[src/hw/rtl/dhqp_pkg.sv]
`default_nettype none

package dhqp_pkg;

  // name length in bytes at which the parse is aborted
  localparam int unsigned NAME_LIMIT = 256;
  localparam int unsigned NAME_CNT_W = $clog2(NAME_LIMIT + 1);

  localparam int unsigned HDR_BYTES = 12;
  localparam int unsigned HDR_WORDS = HDR_BYTES / 2;
  localparam int unsigned HDR_IDX_W = 4;
  localparam int unsigned HDR_WORD_W = $clog2(HDR_WORDS);

  // header word positions
  localparam logic [HDR_WORD_W-1:0] W_ID    = HDR_WORD_W'(0);
  localparam logic [HDR_WORD_W-1:0] W_FLAGS = HDR_WORD_W'(1);
  localparam logic [HDR_WORD_W-1:0] W_QD    = HDR_WORD_W'(2);
  localparam logic [HDR_WORD_W-1:0] W_AN    = HDR_WORD_W'(3);
  localparam logic [HDR_WORD_W-1:0] W_NS    = HDR_WORD_W'(4);

  localparam logic [HDR_IDX_W-1:0] IDX_FLAGS_LO = HDR_IDX_W'(3);
  localparam logic [HDR_IDX_W-1:0] IDX_HDR_END  = HDR_IDX_W'(HDR_BYTES - 1);

  localparam int unsigned Z_BIT     = 6;
  localparam logic [7:0]  DOT_CHAR  = 8'h2e;

  typedef enum logic [2:0] {
    KIND_HEADER      = 3'd0,
    KIND_NAME_CHAR   = 3'd1,
    KIND_QUESTION    = 3'd2,
    KIND_RSVD_ABORT  = 3'd3,
    KIND_LONG_ABORT  = 3'd4,
    KIND_TRUNC_ABORT = 3'd5
  } kind_t;

  // one accepted input transaction
  typedef struct packed {
    logic       valid;
    logic [7:0] data_byte;
    logic       last_byte;
  } stage_t;

  // one result transaction
  typedef struct packed {
    kind_t       kind;
    logic [15:0] msg_id;
    logic        is_response;
    logic [3:0]  opcode;
    logic [3:0]  rcode;
    logic [15:0] qd_count;
    logic [15:0] an_count;
    logic [15:0] ns_count;
    logic [15:0] additional_count;
    logic [7:0]  name_char;
    logic [31:0] type_and_class;
    logic        finished;
  } result_t;

endpackage

`default_nettype wire

[src/hw/rtl/dhqp_in_reg.sv]
`default_nettype none

module dhqp_in_reg (
  input  wire logic            clk,
  input  wire logic            rst_n,
  input  wire logic            in_valid,
  input  wire logic [7:0]      in_data_byte,
  input  wire logic            in_last_byte,
  input  wire logic            fwd_ready,
  output logic                 in_stall,
  output dhqp_pkg::stage_t     stage
);
  import dhqp_pkg::*;

  logic       valid_r;
  logic [7:0] byte_r;
  logic       last_r;

  // held only when a byte waits and the parser cannot move on
  assign in_stall = valid_r && !fwd_ready;

  always_ff @(posedge clk) begin
    if (!rst_n) begin
      valid_r <= 1'b0;
    end else if (!in_stall) begin
      valid_r <= in_valid;
    end
  end

  always_ff @(posedge clk) begin
    if (!in_stall && in_valid) begin
      byte_r <= in_data_byte;
      last_r <= in_last_byte;
    end
  end

  assign stage = '{valid: valid_r, data_byte: byte_r, last_byte: last_r};

endmodule

`default_nettype wire

[src/hw/rtl/dhqp_parse.sv]
`default_nettype none

module dhqp_parse (
  input  wire logic             clk,
  input  wire logic             rst_n,
  input  wire dhqp_pkg::stage_t stage,
  input  wire logic             step,
  output logic                  res_valid,
  output dhqp_pkg::result_t     res
);
  import dhqp_pkg::*;

  typedef enum logic [2:0] {
    PH_HEADER,
    PH_NAME_START,
    PH_NAME,
    PH_TYPECLASS,
    PH_SKIP
  } phase_t;

  phase_t                 phase_r, phase_nxt;
  logic [HDR_IDX_W-1:0]   hdr_idx_r, hdr_idx_nxt;
  logic [7:0]             hi_byte_r, hi_byte_nxt;
  logic [15:0]            hw_r [HDR_WORDS];
  logic                   hw_we;
  logic [HDR_WORD_W-1:0]  hw_sel;
  logic [7:0]             label_r, label_nxt;
  logic [NAME_CNT_W-1:0]  name_bytes_r, name_bytes_nxt;
  logic [NAME_CNT_W-1:0]  name_inc;
  logic [15:0]            qs_r, qs_nxt;
  logic [15:0]            qs_inc;
  logic [23:0]            tc_shift_r, tc_shift_nxt;
  logic [1:0]             tc_idx_r, tc_idx_nxt;
  logic                   do_finish;
  logic [7:0]             b;
  logic                   last;

  assign b        = stage.data_byte;
  assign last     = stage.last_byte;
  assign hw_sel   = hdr_idx_r[HDR_IDX_W-1:1];
  assign name_inc = name_bytes_r + NAME_CNT_W'(1);
  assign qs_inc   = qs_r + 16'd1;

  always_comb begin
    phase_nxt      = phase_r;
    hdr_idx_nxt    = hdr_idx_r;
    hi_byte_nxt    = hi_byte_r;
    hw_we          = 1'b0;
    label_nxt      = label_r;
    name_bytes_nxt = name_bytes_r;
    qs_nxt         = qs_r;
    tc_shift_nxt   = tc_shift_r;
    tc_idx_nxt     = tc_idx_r;
    do_finish      = 1'b0;
    res_valid      = 1'b0;
    res            = '0;

    case (phase_r)
      PH_HEADER: begin
        hdr_idx_nxt = hdr_idx_r + HDR_IDX_W'(1);
        if (!hdr_idx_r[0]) begin
          hi_byte_nxt = b;
        end else begin
          hw_we = 1'b1;
        end
        if (hdr_idx_r == IDX_FLAGS_LO && b[Z_BIT]) begin
          res_valid    = 1'b1;
          res.kind     = KIND_RSVD_ABORT;
          res.finished = 1'b1;
          do_finish    = 1'b1;
        end else if (hdr_idx_r < IDX_HDR_END) begin
          if (last) begin
            res_valid    = 1'b1;
            res.kind     = KIND_TRUNC_ABORT;
            res.finished = 1'b1;
            do_finish    = 1'b1;
          end
        end else begin
          res_valid            = 1'b1;
          res.kind             = KIND_HEADER;
          res.msg_id           = hw_r[W_ID];
          res.is_response      = hw_r[W_FLAGS][15];
          res.opcode           = hw_r[W_FLAGS][14:11];
          res.rcode            = hw_r[W_FLAGS][3:0];
          res.qd_count         = hw_r[W_QD];
          res.an_count         = hw_r[W_AN];
          res.ns_count         = hw_r[W_NS];
          res.additional_count = {hi_byte_r, b};
          res.finished         = (hw_r[W_QD] == 16'd0) || last;
          if (res.finished) begin
            do_finish = 1'b1;
          end else begin
            phase_nxt      = PH_NAME_START;
            name_bytes_nxt = '0;
            label_nxt      = '0;
          end
        end
      end

      PH_NAME_START, PH_NAME: begin
        if (b == 8'd0) begin
          // end of name
          phase_nxt    = PH_TYPECLASS;
          tc_shift_nxt = '0;
          tc_idx_nxt   = '0;
          if (last) begin
            res_valid    = 1'b1;
            res.kind     = KIND_TRUNC_ABORT;
            res.finished = 1'b1;
            do_finish    = 1'b1;
          end
        end else begin
          name_bytes_nxt = name_inc;
          if (name_inc >= NAME_CNT_W'(NAME_LIMIT)) begin
            res_valid    = 1'b1;
            res.kind     = KIND_LONG_ABORT;
            res.finished = 1'b1;
            do_finish    = 1'b1;
          end else if (last) begin
            res_valid    = 1'b1;
            res.kind     = KIND_TRUNC_ABORT;
            res.finished = 1'b1;
            do_finish    = 1'b1;
          end else if (phase_r == PH_NAME_START) begin
            label_nxt = b;
            phase_nxt = PH_NAME;
          end else begin
            res_valid = 1'b1;
            res.kind  = KIND_NAME_CHAR;
            if (label_r == 8'd0) begin
              label_nxt     = b;
              res.name_char = DOT_CHAR;
            end else begin
              label_nxt     = label_r - 8'd1;
              res.name_char = b;
            end
          end
        end
      end

      PH_TYPECLASS: begin
        tc_shift_nxt = {tc_shift_r[15:0], b};
        tc_idx_nxt   = tc_idx_r + 2'd1;
        if (tc_idx_r != 2'd3) begin
          if (last) begin
            res_valid    = 1'b1;
            res.kind     = KIND_TRUNC_ABORT;
            res.finished = 1'b1;
            do_finish    = 1'b1;
          end
        end else begin
          qs_nxt             = qs_inc;
          res_valid          = 1'b1;
          res.kind           = KIND_QUESTION;
          res.type_and_class = {tc_shift_r, b};
          res.finished       = (qs_inc == hw_r[W_QD]) || last;
          if (res.finished) begin
            do_finish = 1'b1;
          end else begin
            phase_nxt      = PH_NAME_START;
            name_bytes_nxt = '0;
            label_nxt      = '0;
            tc_shift_nxt   = '0;
            tc_idx_nxt     = '0;
          end
        end
      end

      PH_SKIP: begin
        // ignore the rest of the packet
        if (last) begin
          do_finish = 1'b1;
        end
      end

      default: begin
        phase_nxt = PH_HEADER;
      end
    endcase

    if (do_finish) begin
      phase_nxt      = last ? PH_HEADER : PH_SKIP;
      hdr_idx_nxt    = '0;
      label_nxt      = '0;
      name_bytes_nxt = '0;
      qs_nxt         = '0;
      tc_shift_nxt   = '0;
      tc_idx_nxt     = '0;
    end
  end

  always_ff @(posedge clk) begin
    if (!rst_n) begin
      phase_r      <= PH_HEADER;
      hdr_idx_r    <= '0;
      hi_byte_r    <= '0;
      label_r      <= '0;
      name_bytes_r <= '0;
      qs_r         <= '0;
      tc_shift_r   <= '0;
      tc_idx_r     <= '0;
      for (int i = 0; i < HDR_WORDS; i++) begin
        hw_r[i] <= '0;
      end
    end else if (step) begin
      phase_r      <= phase_nxt;
      hdr_idx_r    <= hdr_idx_nxt;
      hi_byte_r    <= hi_byte_nxt;
      label_r      <= label_nxt;
      name_bytes_r <= name_bytes_nxt;
      qs_r         <= qs_nxt;
      tc_shift_r   <= tc_shift_nxt;
      tc_idx_r     <= tc_idx_nxt;
      for (int i = 0; i < HDR_WORDS; i++) begin
        if (hw_we && hw_sel == HDR_WORD_W'(i)) begin
          hw_r[i] <= {hi_byte_r, b};
        end
      end
    end
  end

endmodule

`default_nettype wire

[src/hw/rtl/dhqp_out_reg.sv]
`default_nettype none

module dhqp_out_reg (
  input  wire logic              clk,
  input  wire logic              rst_n,
  input  wire logic              load,
  input  wire logic              res_valid,
  input  wire dhqp_pkg::result_t res,
  input  wire logic              out_stall,
  output logic                   fwd_ready,
  output logic                   out_valid,
  output dhqp_pkg::result_t      out_res
);
  import dhqp_pkg::*;

  logic    valid_r;
  result_t res_r;

  // register is free when empty or being taken this cycle
  assign fwd_ready = !valid_r || !out_stall;

  always_ff @(posedge clk) begin
    if (!rst_n) begin
      valid_r <= 1'b0;
    end else if (fwd_ready) begin
      valid_r <= load && res_valid;
    end
  end

  always_ff @(posedge clk) begin
    if (fwd_ready && load && res_valid) begin
      res_r <= res;
    end
  end

  assign out_valid = valid_r;
  assign out_res   = res_r;

endmodule

`default_nettype wire

[src/hw/rtl/dns_header_question_parser.sv]
// dns header and question parser
//
// input channel: one payload byte per transaction (in_data_byte), with
// in_last_byte marking the final byte of a packet. in_valid/in_stall.
// result channel: at most one result transaction per input byte, kind
// selects header, name character, question done or one of three aborts;
// fields not belonging to that kind read as zero. out_valid/out_stall.
//
// a taken byte passes through one input register and one result register on
// its way out, with the combinational parse step between the two registers.
// throughput: one byte every cycle while the receiver does not stall.
//
// the result register frees up in the same cycle it is taken, so a new byte
// is accepted while an earlier result is still waiting. if the receiver
// stalls, the parser holds its byte and in_stall rises; nothing is dropped.
//
// reset (rst_n low, synchronous) empties both registers and returns the
// parser to the start of the header with all counters cleared.

`default_nettype none

module dns_header_question_parser (
  input  wire logic        clk,
  input  wire logic        rst_n,
  input  wire logic        in_valid,
  output logic             in_stall,
  input  wire logic [7:0]  in_data_byte,
  input  wire logic        in_last_byte,
  output logic             out_valid,
  input  wire logic        out_stall,
  output logic [2:0]       out_kind,
  output logic [15:0]      out_msg_id,
  output logic             out_is_response,
  output logic [3:0]       out_opcode,
  output logic [3:0]       out_rcode,
  output logic [15:0]      out_qd_count,
  output logic [15:0]      out_an_count,
  output logic [15:0]      out_ns_count,
  output logic [15:0]      out_additional_count,
  output logic [7:0]       out_name_char,
  output logic [31:0]      out_type_and_class,
  output logic             out_finished
);
  import dhqp_pkg::*;

  stage_t  stage;
  logic    fwd_ready;
  logic    step;
  logic    res_valid;
  result_t res;
  result_t out_res;

  // a held byte moves through the parser once the result register is free
  assign step = stage.valid && fwd_ready;

  dhqp_in_reg u_in_reg (
    .clk          (clk),
    .rst_n        (rst_n),
    .in_valid     (in_valid),
    .in_data_byte (in_data_byte),
    .in_last_byte (in_last_byte),
    .fwd_ready    (fwd_ready),
    .in_stall     (in_stall),
    .stage        (stage)
  );

  // header, name and question state machine
  dhqp_parse u_parse (
    .clk       (clk),
    .rst_n     (rst_n),
    .stage     (stage),
    .step      (step),
    .res_valid (res_valid),
    .res       (res)
  );

  dhqp_out_reg u_out_reg (
    .clk       (clk),
    .rst_n     (rst_n),
    .load      (step),
    .res_valid (res_valid),
    .res       (res),
    .out_stall (out_stall),
    .fwd_ready (fwd_ready),
    .out_valid (out_valid),
    .out_res   (out_res)
  );

  // unpack the result transaction onto its ports
  assign out_kind             = out_res.kind;
  assign out_msg_id           = out_res.msg_id;
  assign out_is_response      = out_res.is_response;
  assign out_opcode           = out_res.opcode;
  assign out_rcode            = out_res.rcode;
  assign out_qd_count         = out_res.qd_count;
  assign out_an_count         = out_res.an_count;
  assign out_ns_count         = out_res.ns_count;
  assign out_additional_count = out_res.additional_count;
  assign out_name_char        = out_res.name_char;
  assign out_type_and_class   = out_res.type_and_class;
  assign out_finished         = out_res.finished;

endmodule

`default_nettype wire

[config.mk]
export PLATFORM = sky130hd
export DESIGN_NAME = dns_header_question_parser
export DESIGN_NICKNAME = d
export VERILOG_FILES = /design/src/hw/rtl/dhqp_pkg.sv /design/src/hw/rtl/dhqp_in_reg.sv /design/src/hw/rtl/dhqp_parse.sv /design/src/hw/rtl/dhqp_out_reg.sv /design/src/hw/rtl/dns_header_question_parser.sv
export SDC_FILE = /design/constraint.sdc
export NUM_CORES = 1
export LEC_CHECK = 0
export BUFFER_PORTS_ARGS = -buffer_cell sky130_fd_sc_hd__buf_2
export CAP_MARGIN = 5
export CORE_MARGIN = 2
export CORE_UTILIZATION = 65
export CTS_BUF_LIST = sky130_fd_sc_hd__clkbuf_8
export CTS_CLUSTER_SIZE = 16
export DETAILED_ROUTE_END_ITERATION = 7
export PLACE_DENSITY = 0.88
export SLEW_MARGIN = 20
export SYNTH_ARGS = -nofsm -noshare
export SYNTH_HDL_FRONTEND = slang
export SYNTH_SLANG_ARGS = --single-unit
[constraint.sdc]
create_clock -name clk -period 24.3 [get_ports clk]
set_input_delay 1.215 -clock clk [delete_from_list [all_inputs] [get_ports clk]]
set_output_delay 1.215 -clock clk [all_outputs]
set_load 0.005 [all_outputs]
==> results of run 1 <==
-- cells by family (layout without fill, tap and decap cells) --
| group | Yosys count | in the layout | share of synthesized area (%) |
|---|---|---|---|
| xor gates and xnor gates | 25 | 25 | 1.733 |
| DFF | 291 | 291 | 63.14 |
| AOI/OAI and AO/OA | 161 | 161 | 8.517 |
| muxes | 9 | 9 | 0.7130 |
| adders and majority gates | 6 | 6 | 0.5942 |
| buffers and inverters | 92 | 252 | 3.713 |
| and+or+nand+nor | 470 | 470 | 21.59 |
-- power groups by stage --
stage	sequential [uW]	clock, uW	combinational [uW]
final	558	393	46.6
after global routing	559	416	50.8
after CTS	558	396	45.5
after detailed placement	568	0	45.3
after global placement	568	0	43.8
after floorplan	565	0	31.1
-- final cells by class --
type                       instances  area [um^2]
clock buffer                      56        770.7
timing repair buffer             157        830.8
multi-input combinational        671         4219
clock inverter                    27        116.4
sequential                       291         7978
fill                            1222         4608
inverter                          12        45.04
tap                              260        325.3
-- metal layers --
layer  vias to the layer above  GRT usage [%]
met5                         -              0
li1                       4138              -
met3                        68          4.898
met4                         0          10.47
met2                       413          45.41
met1                      4288          37.50
-- worst max-delay path: cells and delay by family (launching register included) --
kind | cells | cell delay, ps
AND/OR/NAND/NOR | 4 | 1960
AO/OA/AOI/OAI | 2 | 230
buffers and inverters | 1 | 720
flip-flops | 1 | 560
-- cells in the final DEF (no fill, tap or decap), drive strengths merged, types with 6 or more instances in the layout --
cell type / count
and3: 128
and2: 84
xnor2: 16
xor2: 9
clkinv: 11
nand4: 9
o21a: 8
clkbuf: 56
or3: 11
nand2: 69
nor4: 12
ha: 6
mux2i: 9
buf: 157
or2: 6
nor2b: 6
nand3: 46
o22ai: 7
o211ai: 10
a21oi: 23
edfxtp: 215
nor3: 17
inv: 28
nor2: 55
dfxtp: 76
o21ai: 63
-- state kept, by name, summed over array words and instances, names as in the netlist, 2 cells and up --
name                  count
u_parse.hdr_idx_r         4
u_parse.tc_idx_r          2
out_rcode                 4
out_an_count             16
out_ns_count             16
u_parse.hi_byte_r         8
u_parse.phase_r           3
out_opcode                4
u_parse.qs_r             16
u_in_reg.byte_r           8
out_msg_id               16
u_parse.label_r           8
u_parse.hw_r             73
u_out_reg.out_res        75
u_parse.tc_shift_r       24
u_parse.name_bytes_r      9
-- through the flow --
stage	power [uW]	cells	instance area (um^2)	utilization, %
2_1_floorplan	595.9	1054	12630	-
5_1_grt	1026	1474	14290	75.61
4_1_cts	999.7	1473	14250	75.42
6_report	997.4	1474	14290	75.61
3_5_place_dp	613.3	1390	13360	70.72
3_3_place_gp	611.4	1390	13360	70.70
-- final timing paths --
path                            endpoint                   start  slack [ps]  cells past startpoint
setup / recovery   u_out_reg.out_res[40]      u_parse.phase_r[2]       20410                      7
hold / removal    u_parse.tc_shift_r[22]  u_parse.tc_shift_r[22]         460                      2
setup reg to reg   u_out_reg.out_res[40]      u_parse.phase_r[2]       20410                      7
hold reg to reg   u_parse.tc_shift_r[22]  u_parse.tc_shift_r[22]         460                      2
==> flow_metrics.env, run 1 <==
export IMPL_outcome="finished clean"
export IMPL_area_growth_pct=13.06
export IMPL_hpwl_um=17760
export IMPL_holdWs_ps=457.5
export IMPL_cts_resized=0
export IMPL_pin_count=148
export IMPL_grt_setup_unrepaired="false"
export IMPL_crit_slowest_cell="and3b_1"
export IMPL_dieArea_um2=20570
export IMPL_grt_overflow_total=0
export IMPL_synth_top_area_share_pct=51.10
export IMPL_initial_core_util_pct=66.87
export IMPL_cts_made_buffers=45
export IMPL_postCtsSetupBuffers=0
export IMPL_synth_cells=1054
export IMPL_syn_mean_instance_area_um2=11.99
export IMPL_wirelength_um=28560
export IMPL_numClockSinks=291
export IMPL_routabilityCongestion=0.9702
export IMPL_ant_nets=0
export IMPL_first_pass_iters=5
export IMPL_slew_headroom_pct=32.83
export IMPL_leakagePower_uw=0.005773
export IMPL_portBuffers=147
export IMPL_synth_common_cells="215 x edfxtp_1, 128 x and3_1, 82 x and2_1, 76 x dfxtp_1, 69 x nand2_1"
export IMPL_switching_power_uw=228.1
export IMPL_powerDensity_nw_per_um2=69.82
export IMPL_fmax_mhz=256.9
export IMPL_antenna_cells=0
export IMPL_drive_above_1_share_pct=21.58
export IMPL_p_sw_share_pct=22.87
export IMPL_critPathRequiredTime_ps=24470
export IMPL_irDropWorstVdd_v=0.00004776
export IMPL_ys_ff_latch=291
export IMPL_dr_wl_met2_um=14050
export IMPL_critPathMaxStageDelay_ps=990
export IMPL_ys_seq_area_share_pct=63.14
export IMPL_fin_crit_sh_pct=16.02
export IMPL_fin_worst_skew_ps=25.91
export IMPL_syn_area_um2=12630
export IMPL_synth_flop_cell="edfxtp_1"
export IMPL_hp_class="flop to flop"
export IMPL_grt_pass1_vias=8380
export IMPL_drv_cap=0
export IMPL_antenna_found_initial=1
export IMPL_insertion_delay_ps=560
export IMPL_wl_met3_um=2111
export IMPL_drtIter0Drc=844
export IMPL_synthesis_nets=1073
export IMPL_vias=8907
export IMPL_crit_chain="and3b_1 > nand2_1 > nand3_1 > a21oi_1 > o31a_1 > nor3_2 > buf_4"
export IMPL_critPathLaunchType="flop"
export IMPL_worst_slack_ps=20410
export IMPL_p_seq_share_pct=56.0
export IMPL_ys_warnings_count=0
export IMPL_root_buffer="clkbuf_8"
export IMPL_period_minus_slack_ps=3893
export IMPL_final_nets=1197
export IMPL_chipWidth_um=143.4
export IMPL_dieHeight_um=143.4
export IMPL_rows=50
export IMPL_async_reset_ff_share_pct=0
export IMPL_grt_pass1_wl_um=44330
export IMPL_arrival_ps=4060
export IMPL_synth_most_common_cell="edfxtp_1"
export IMPL_drc_errors=0
export IMPL_clock_path_buffers=3
export IMPL_p_int_uw=769.3
export IMPL_top_layer_used="met4"
export IMPL_dp_worst_setup_slack_ps=20130
export IMPL_timing_final_max_slew_violations=0
export IMPL_cp_max_fo=67
export IMPL_setup_violations_final=0
export IMPL_vias_per_cell=6.043
export IMPL_wl_per_cell_um=19.37
export IMPL_cts_tree="yes"
export IMPL_p_clk_share_pct=39.4
export IMPL_tightestPinTransition_ps=1008
export IMPL_synth_edff_count=215
export IMPL_track_usage_pct=27.76
export IMPL_ys_types=82
export IMPL_cp_end_kind="flop"
export IMPL_cts_hold_buf=0
export IMPL_path_clk_slew_ps=60
export IMPL_tns_ps=0
export IMPL_synthTopCellsByArea="edfxtp_1 51%, dfxtp_1 12%, and3_1 6.3%, and2_1 4.1%, o21ai_0 2.2%"
export IMPL_synth_top_cell_by_area="edfxtp_1"
export IMPL_combPwrFrac_pct=4.7
export IMPL_final_hold_viol_count=0
export IMPL_h_tree_depth=2
export IMPL_wl_met1_um=11580
export IMPL_core_area_um2=18890
export IMPL_grt_max_degree=96
export IMPL_crit_type="flop to flop"
Power figures use the tool's default switching activity.
==> run 2, diff against run 1 <==
--- a/config.mk
+++ b/config.mk
@@ -5,14 +5,15 @@
 export SDC_FILE = /design/constraint.sdc
 export NUM_CORES = 1
 export LEC_CHECK = 0
+export ABC_AREA = 1
 export BUFFER_PORTS_ARGS = -buffer_cell sky130_fd_sc_hd__buf_2
 export CAP_MARGIN = 5
 export CORE_MARGIN = 2
-export CORE_UTILIZATION = 65
+export CORE_UTILIZATION = 54
 export CTS_BUF_LIST = sky130_fd_sc_hd__clkbuf_8
 export CTS_CLUSTER_SIZE = 16
 export DETAILED_ROUTE_END_ITERATION = 7
-export PLACE_DENSITY = 0.88
+export PLACE_DENSITY = 0.78
 export SLEW_MARGIN = 20
 export SYNTH_ARGS = -nofsm -noshare
 export SYNTH_HDL_FRONTEND = slang
==> constraint.sdc (replaced) <==
create_clock -name clk -period 3.3 [get_ports clk]
set_input_delay 0.165 -clock clk [delete_from_list [all_inputs] [get_ports clk]]
set_output_delay 0.165 -clock clk [all_outputs]
set_load 0.005 [all_outputs]
==> flow_metrics.env, run 2 <==
export IMPL_synth_edff_count=215
export IMPL_syn_area_um2=12200
export IMPL_synth_top_area_share_pct=52.90
export IMPL_ys_ff_latch=291
export IMPL_synth_mux_area_share_pct=0
export IMPL_ant_nets=0
export IMPL_ys_seq_area_share_pct=65.37
export IMPL_vias=9030
export IMPL_final_hold_viol_count=0
export IMPL_numClockSinks=291
export IMPL_drc_errors=0
export IMPL_multi_input_area_um2=3376
export IMPL_drive_above_1_share_pct=17.37
export IMPL_pin_count=148
export IMPL_grt_pass1_wl_um=43420
export IMPL_switching_power_uw=2205
export IMPL_grt_overflow_total=0
export IMPL_crit_chain="ha_1 > nand2_1 > nor2_2 > nand2_1 > nand2_1 > nand2_1 > nand2_1 > nand2_1 > inv_1 > nand2_1 > nor2_1 > nand3_1 > nand2_1 > nand2_4 > nand3_4 > inv_2 > o21ai_2 > nand2_4 > inv_4 > nor2_1 > nor2_1"
export IMPL_cp_max_fo=27
export IMPL_portBuffers=147
export IMPL_dieArea_um2=23820
export IMPL_min_path_cells=3
export IMPL_crit_type="flop to flop"
export IMPL_critPathLaunchType="flop"
export IMPL_p_seq_share_pct=51.3
export IMPL_drtIter0Drc=675
export IMPL_insertion_delay_ps=550
export IMPL_timing_final_max_slew_violations=0
export IMPL_first_pass_iters=5
export IMPL_drv_cap=0
export IMPL_cts_tree="yes"
export IMPL_crit_slowest_cell="dfxtp_1"
export IMPL_synth_compound_area_share_pct=4.675
export IMPL_synth_cells=1272
export IMPL_outcome="finished clean"
export IMPL_fin_crit_sh_pct=88.82
export IMPL_clock_path_buffers=3
export IMPL_cpMostUsedCell="nand2_1"
export IMPL_core_area_um2=22430
export IMPL_synthAdderAreaFrac_pct=0.6151
export IMPL_antenna_cells=0
export IMPL_cp_end_kind="flop"
export IMPL_syn_mean_instance_area_um2=9.595
export IMPL_arrival_ps=3410
export IMPL_startpoint="u_parse.qs_r[0]"
export IMPL_wl_per_cell_um=15.55
export IMPL_h_tree_depth=2
export IMPL_period_minus_slack_ps=2931
export IMPL_synth_flop_cell="edfxtp_1"
export IMPL_leakagePower_uw=0.005775
export IMPL_hpwl_um=17680
export IMPL_path_clk_slew_ps=60
export IMPL_synthesis_nets=1291
export IMPL_ys_types=38
export IMPL_async_reset_ff_share_pct=0
export IMPL_critPathRequiredTime_ps=3780
export IMPL_grt_max_degree=71
export IMPL_min_to="u_parse.hi_byte_r[3]"
export IMPL_hp_class="input port to flop"
export IMPL_postCtsSetupBuffers=0
export IMPL_reg2reg_depth=21
export IMPL_powerDensity_nw_per_um2=586.2
export IMPL_p_sw_share_pct=26.23
export IMPL_largest_reg_flops=75
export IMPL_rrSetupSlack_ps=370
export IMPL_seqCellArea_um2=7980
export IMPL_synth_most_common_cell="nor2_1"
export IMPL_fill_cells=1767
export IMPL_synth_common_cells="356 x nor2_1, 215 x edfxtp_1, 182 x nand2_1, 168 x inv_1, 76 x dfxtp_1"
export IMPL_irDropWorstVdd_v=0.0003516
export IMPL_root_buffer="clkbuf_8"
export IMPL_synthTopCellsByArea="edfxtp_1 53%, dfxtp_1 12%, nor2_1 11%, nand2_1 5.6%, inv_1 5.2%"
export IMPL_fmax_mhz=341.2
export IMPL_layout_common_cells="356 x nor2_1, 215 x edfxtp_1, 181 x nand2_1"
export IMPL_chipWidth_um=154.3
export IMPL_synth_top_family_by_area="simple AND/OR/NAND/NOR gates"
export IMPL_area_growth_pct=17.47
export IMPL_critPathMaxStageDelay_ps=410
export IMPL_cts_made_buffers=46
export IMPL_vias_per_cell=5.084
export IMPL_rows=55
export IMPL_final_common_cell="nor2_1"
export IMPL_hold_start="rst_n"
export IMPL_worst_slack_ps=369.1
export IMPL_tightestPinTransition_ps=906.3
export IMPL_combPwrFrac_pct=12.5
export IMPL_final_nets=1475
export IMPL_yosys_area_share_simple_pct=21.47
export IMPL_p_total_uw=8404
export IMPL_dieHeight_um=154.3
export IMPL_synth_xor_area_share_pct=0.8612
export IMPL_p_int_uw=6199
export IMPL_track_usage_pct=23.06
export IMPL_ys_warnings_count=0
export IMPL_routabilityCongestion=0.9349
export IMPL_slew_headroom_pct=39.36
export IMPL_antenna_found_initial=0
export IMPL_r2r_start="u_parse.qs_r[0]"
export IMPL_r2r_end="u_parse.tc_shift_r[19]"
export IMPL_wirelength_um=27610
export IMPL_synth_top_cell_by_area="edfxtp_1"
export IMPL_grt_setup_unrepaired="false"
export IMPL_setup_violations_final=0
export IMPL_p_clk_share_pct=36.2
export IMPL_grt_pass1_vias=8579
export IMPL_initial_core_util_pct=54.40
export IMPL_dp_worst_setup_slack_ps=416.8
export IMPL_fin_worst_skew_ps=24.60
-- run 2: final cells by class --
| cell class | count | area share, % |
|---|---|---|
| inverter | 179 | 4.730 |
| clock inverter | 35 | 1.754 |
| sequential | 291 | 55.66 |
| tap | 285 | 2.487 |
| clock buffer | 48 | 4.608 |
| timing repair buffer | 178 | 7.209 |
| multi-input combinational | 760 | 23.55 |
-- run 2: routing by layer --
metal | wire, um | track usage, % | vias to the layer above
met5 | 0 | 0 | -
met4 | 539 | 7.099 | 0
met3 | 2142 | 4.931 | 46
met2 | 13290 | 38.93 | 356
met1 | 11640 | 30.21 | 4161
li1 | - | - | 4467
-- run 2: power by group through the flow --
stage          registers [uW]  clock network [uW]  logic [uW]
6_report                 4310                3040        1050
2_1_floorplan            4390                   0         663
3_3_place_gp             4380                   0        1000
3_5_place_dp             4390                   0        1020
5_1_grt                  4340                3240        1180
4_1_cts                  4310                3090        1040
-- run 2: stage by stage --
step	cells	instance area (um^2)	TNS, ps	hold slack [ps]	utilization [%]
after floorplan	1272	12210	-70530	263.9	-
after global placement	1682	13310	0	343.1	59.35
after detailed placement	1682	13310	0	343.1	59.35
after CTS	1776	14340	0	21.27	63.90
after global routing	1776	14340	0	51.84	63.90
final	1776	14340	0	54.86	63.90
-- run 2: how the worst max path moves through the flow --
stage | slack [ps] | cells after the start | end
2_1_floorplan | -530 | 11 | out_an_count[0]
3_3_place_gp | 510 | 21 | u_parse.tc_shift_r[23]
3_5_place_dp | 420 | 21 | u_parse.tc_shift_r[19]
4_1_cts | 400 | 21 | u_parse.tc_shift_r[19]
5_1_grt | 20 | 21 | u_parse.tc_shift_r[3]
6_report | 370 | 21 | u_parse.tc_shift_r[19]
-- run 2: worst max-delay path, delay by kind of cell, from the launching register on --
| kind | cells | cell delay (ps) |
|---|---|---|
| AND/OR/NAND/NOR | 16 | 1720 |
| adder cells (fa/ha/maj) | 1 | 230 |
| buffers and inverters | 3 | 420 |
| AO/OA/AOI/OAI | 1 | 80 |
| flip-flops | 1 | 410 |
-- run 2: repair_timing --
item | 4_1_cts | 5_1_grt
resized for setup | 0 | 0
hold buffers | 11 | 0
endpoints found under the hold margin | 11 | 0
-- run 2: cells by family after synthesis --
kind of cell,after synthesis
simple gates,636
flops,291
buf+inv,221
compound gates,106
xor+xnor,12
fa+ha+maj,6
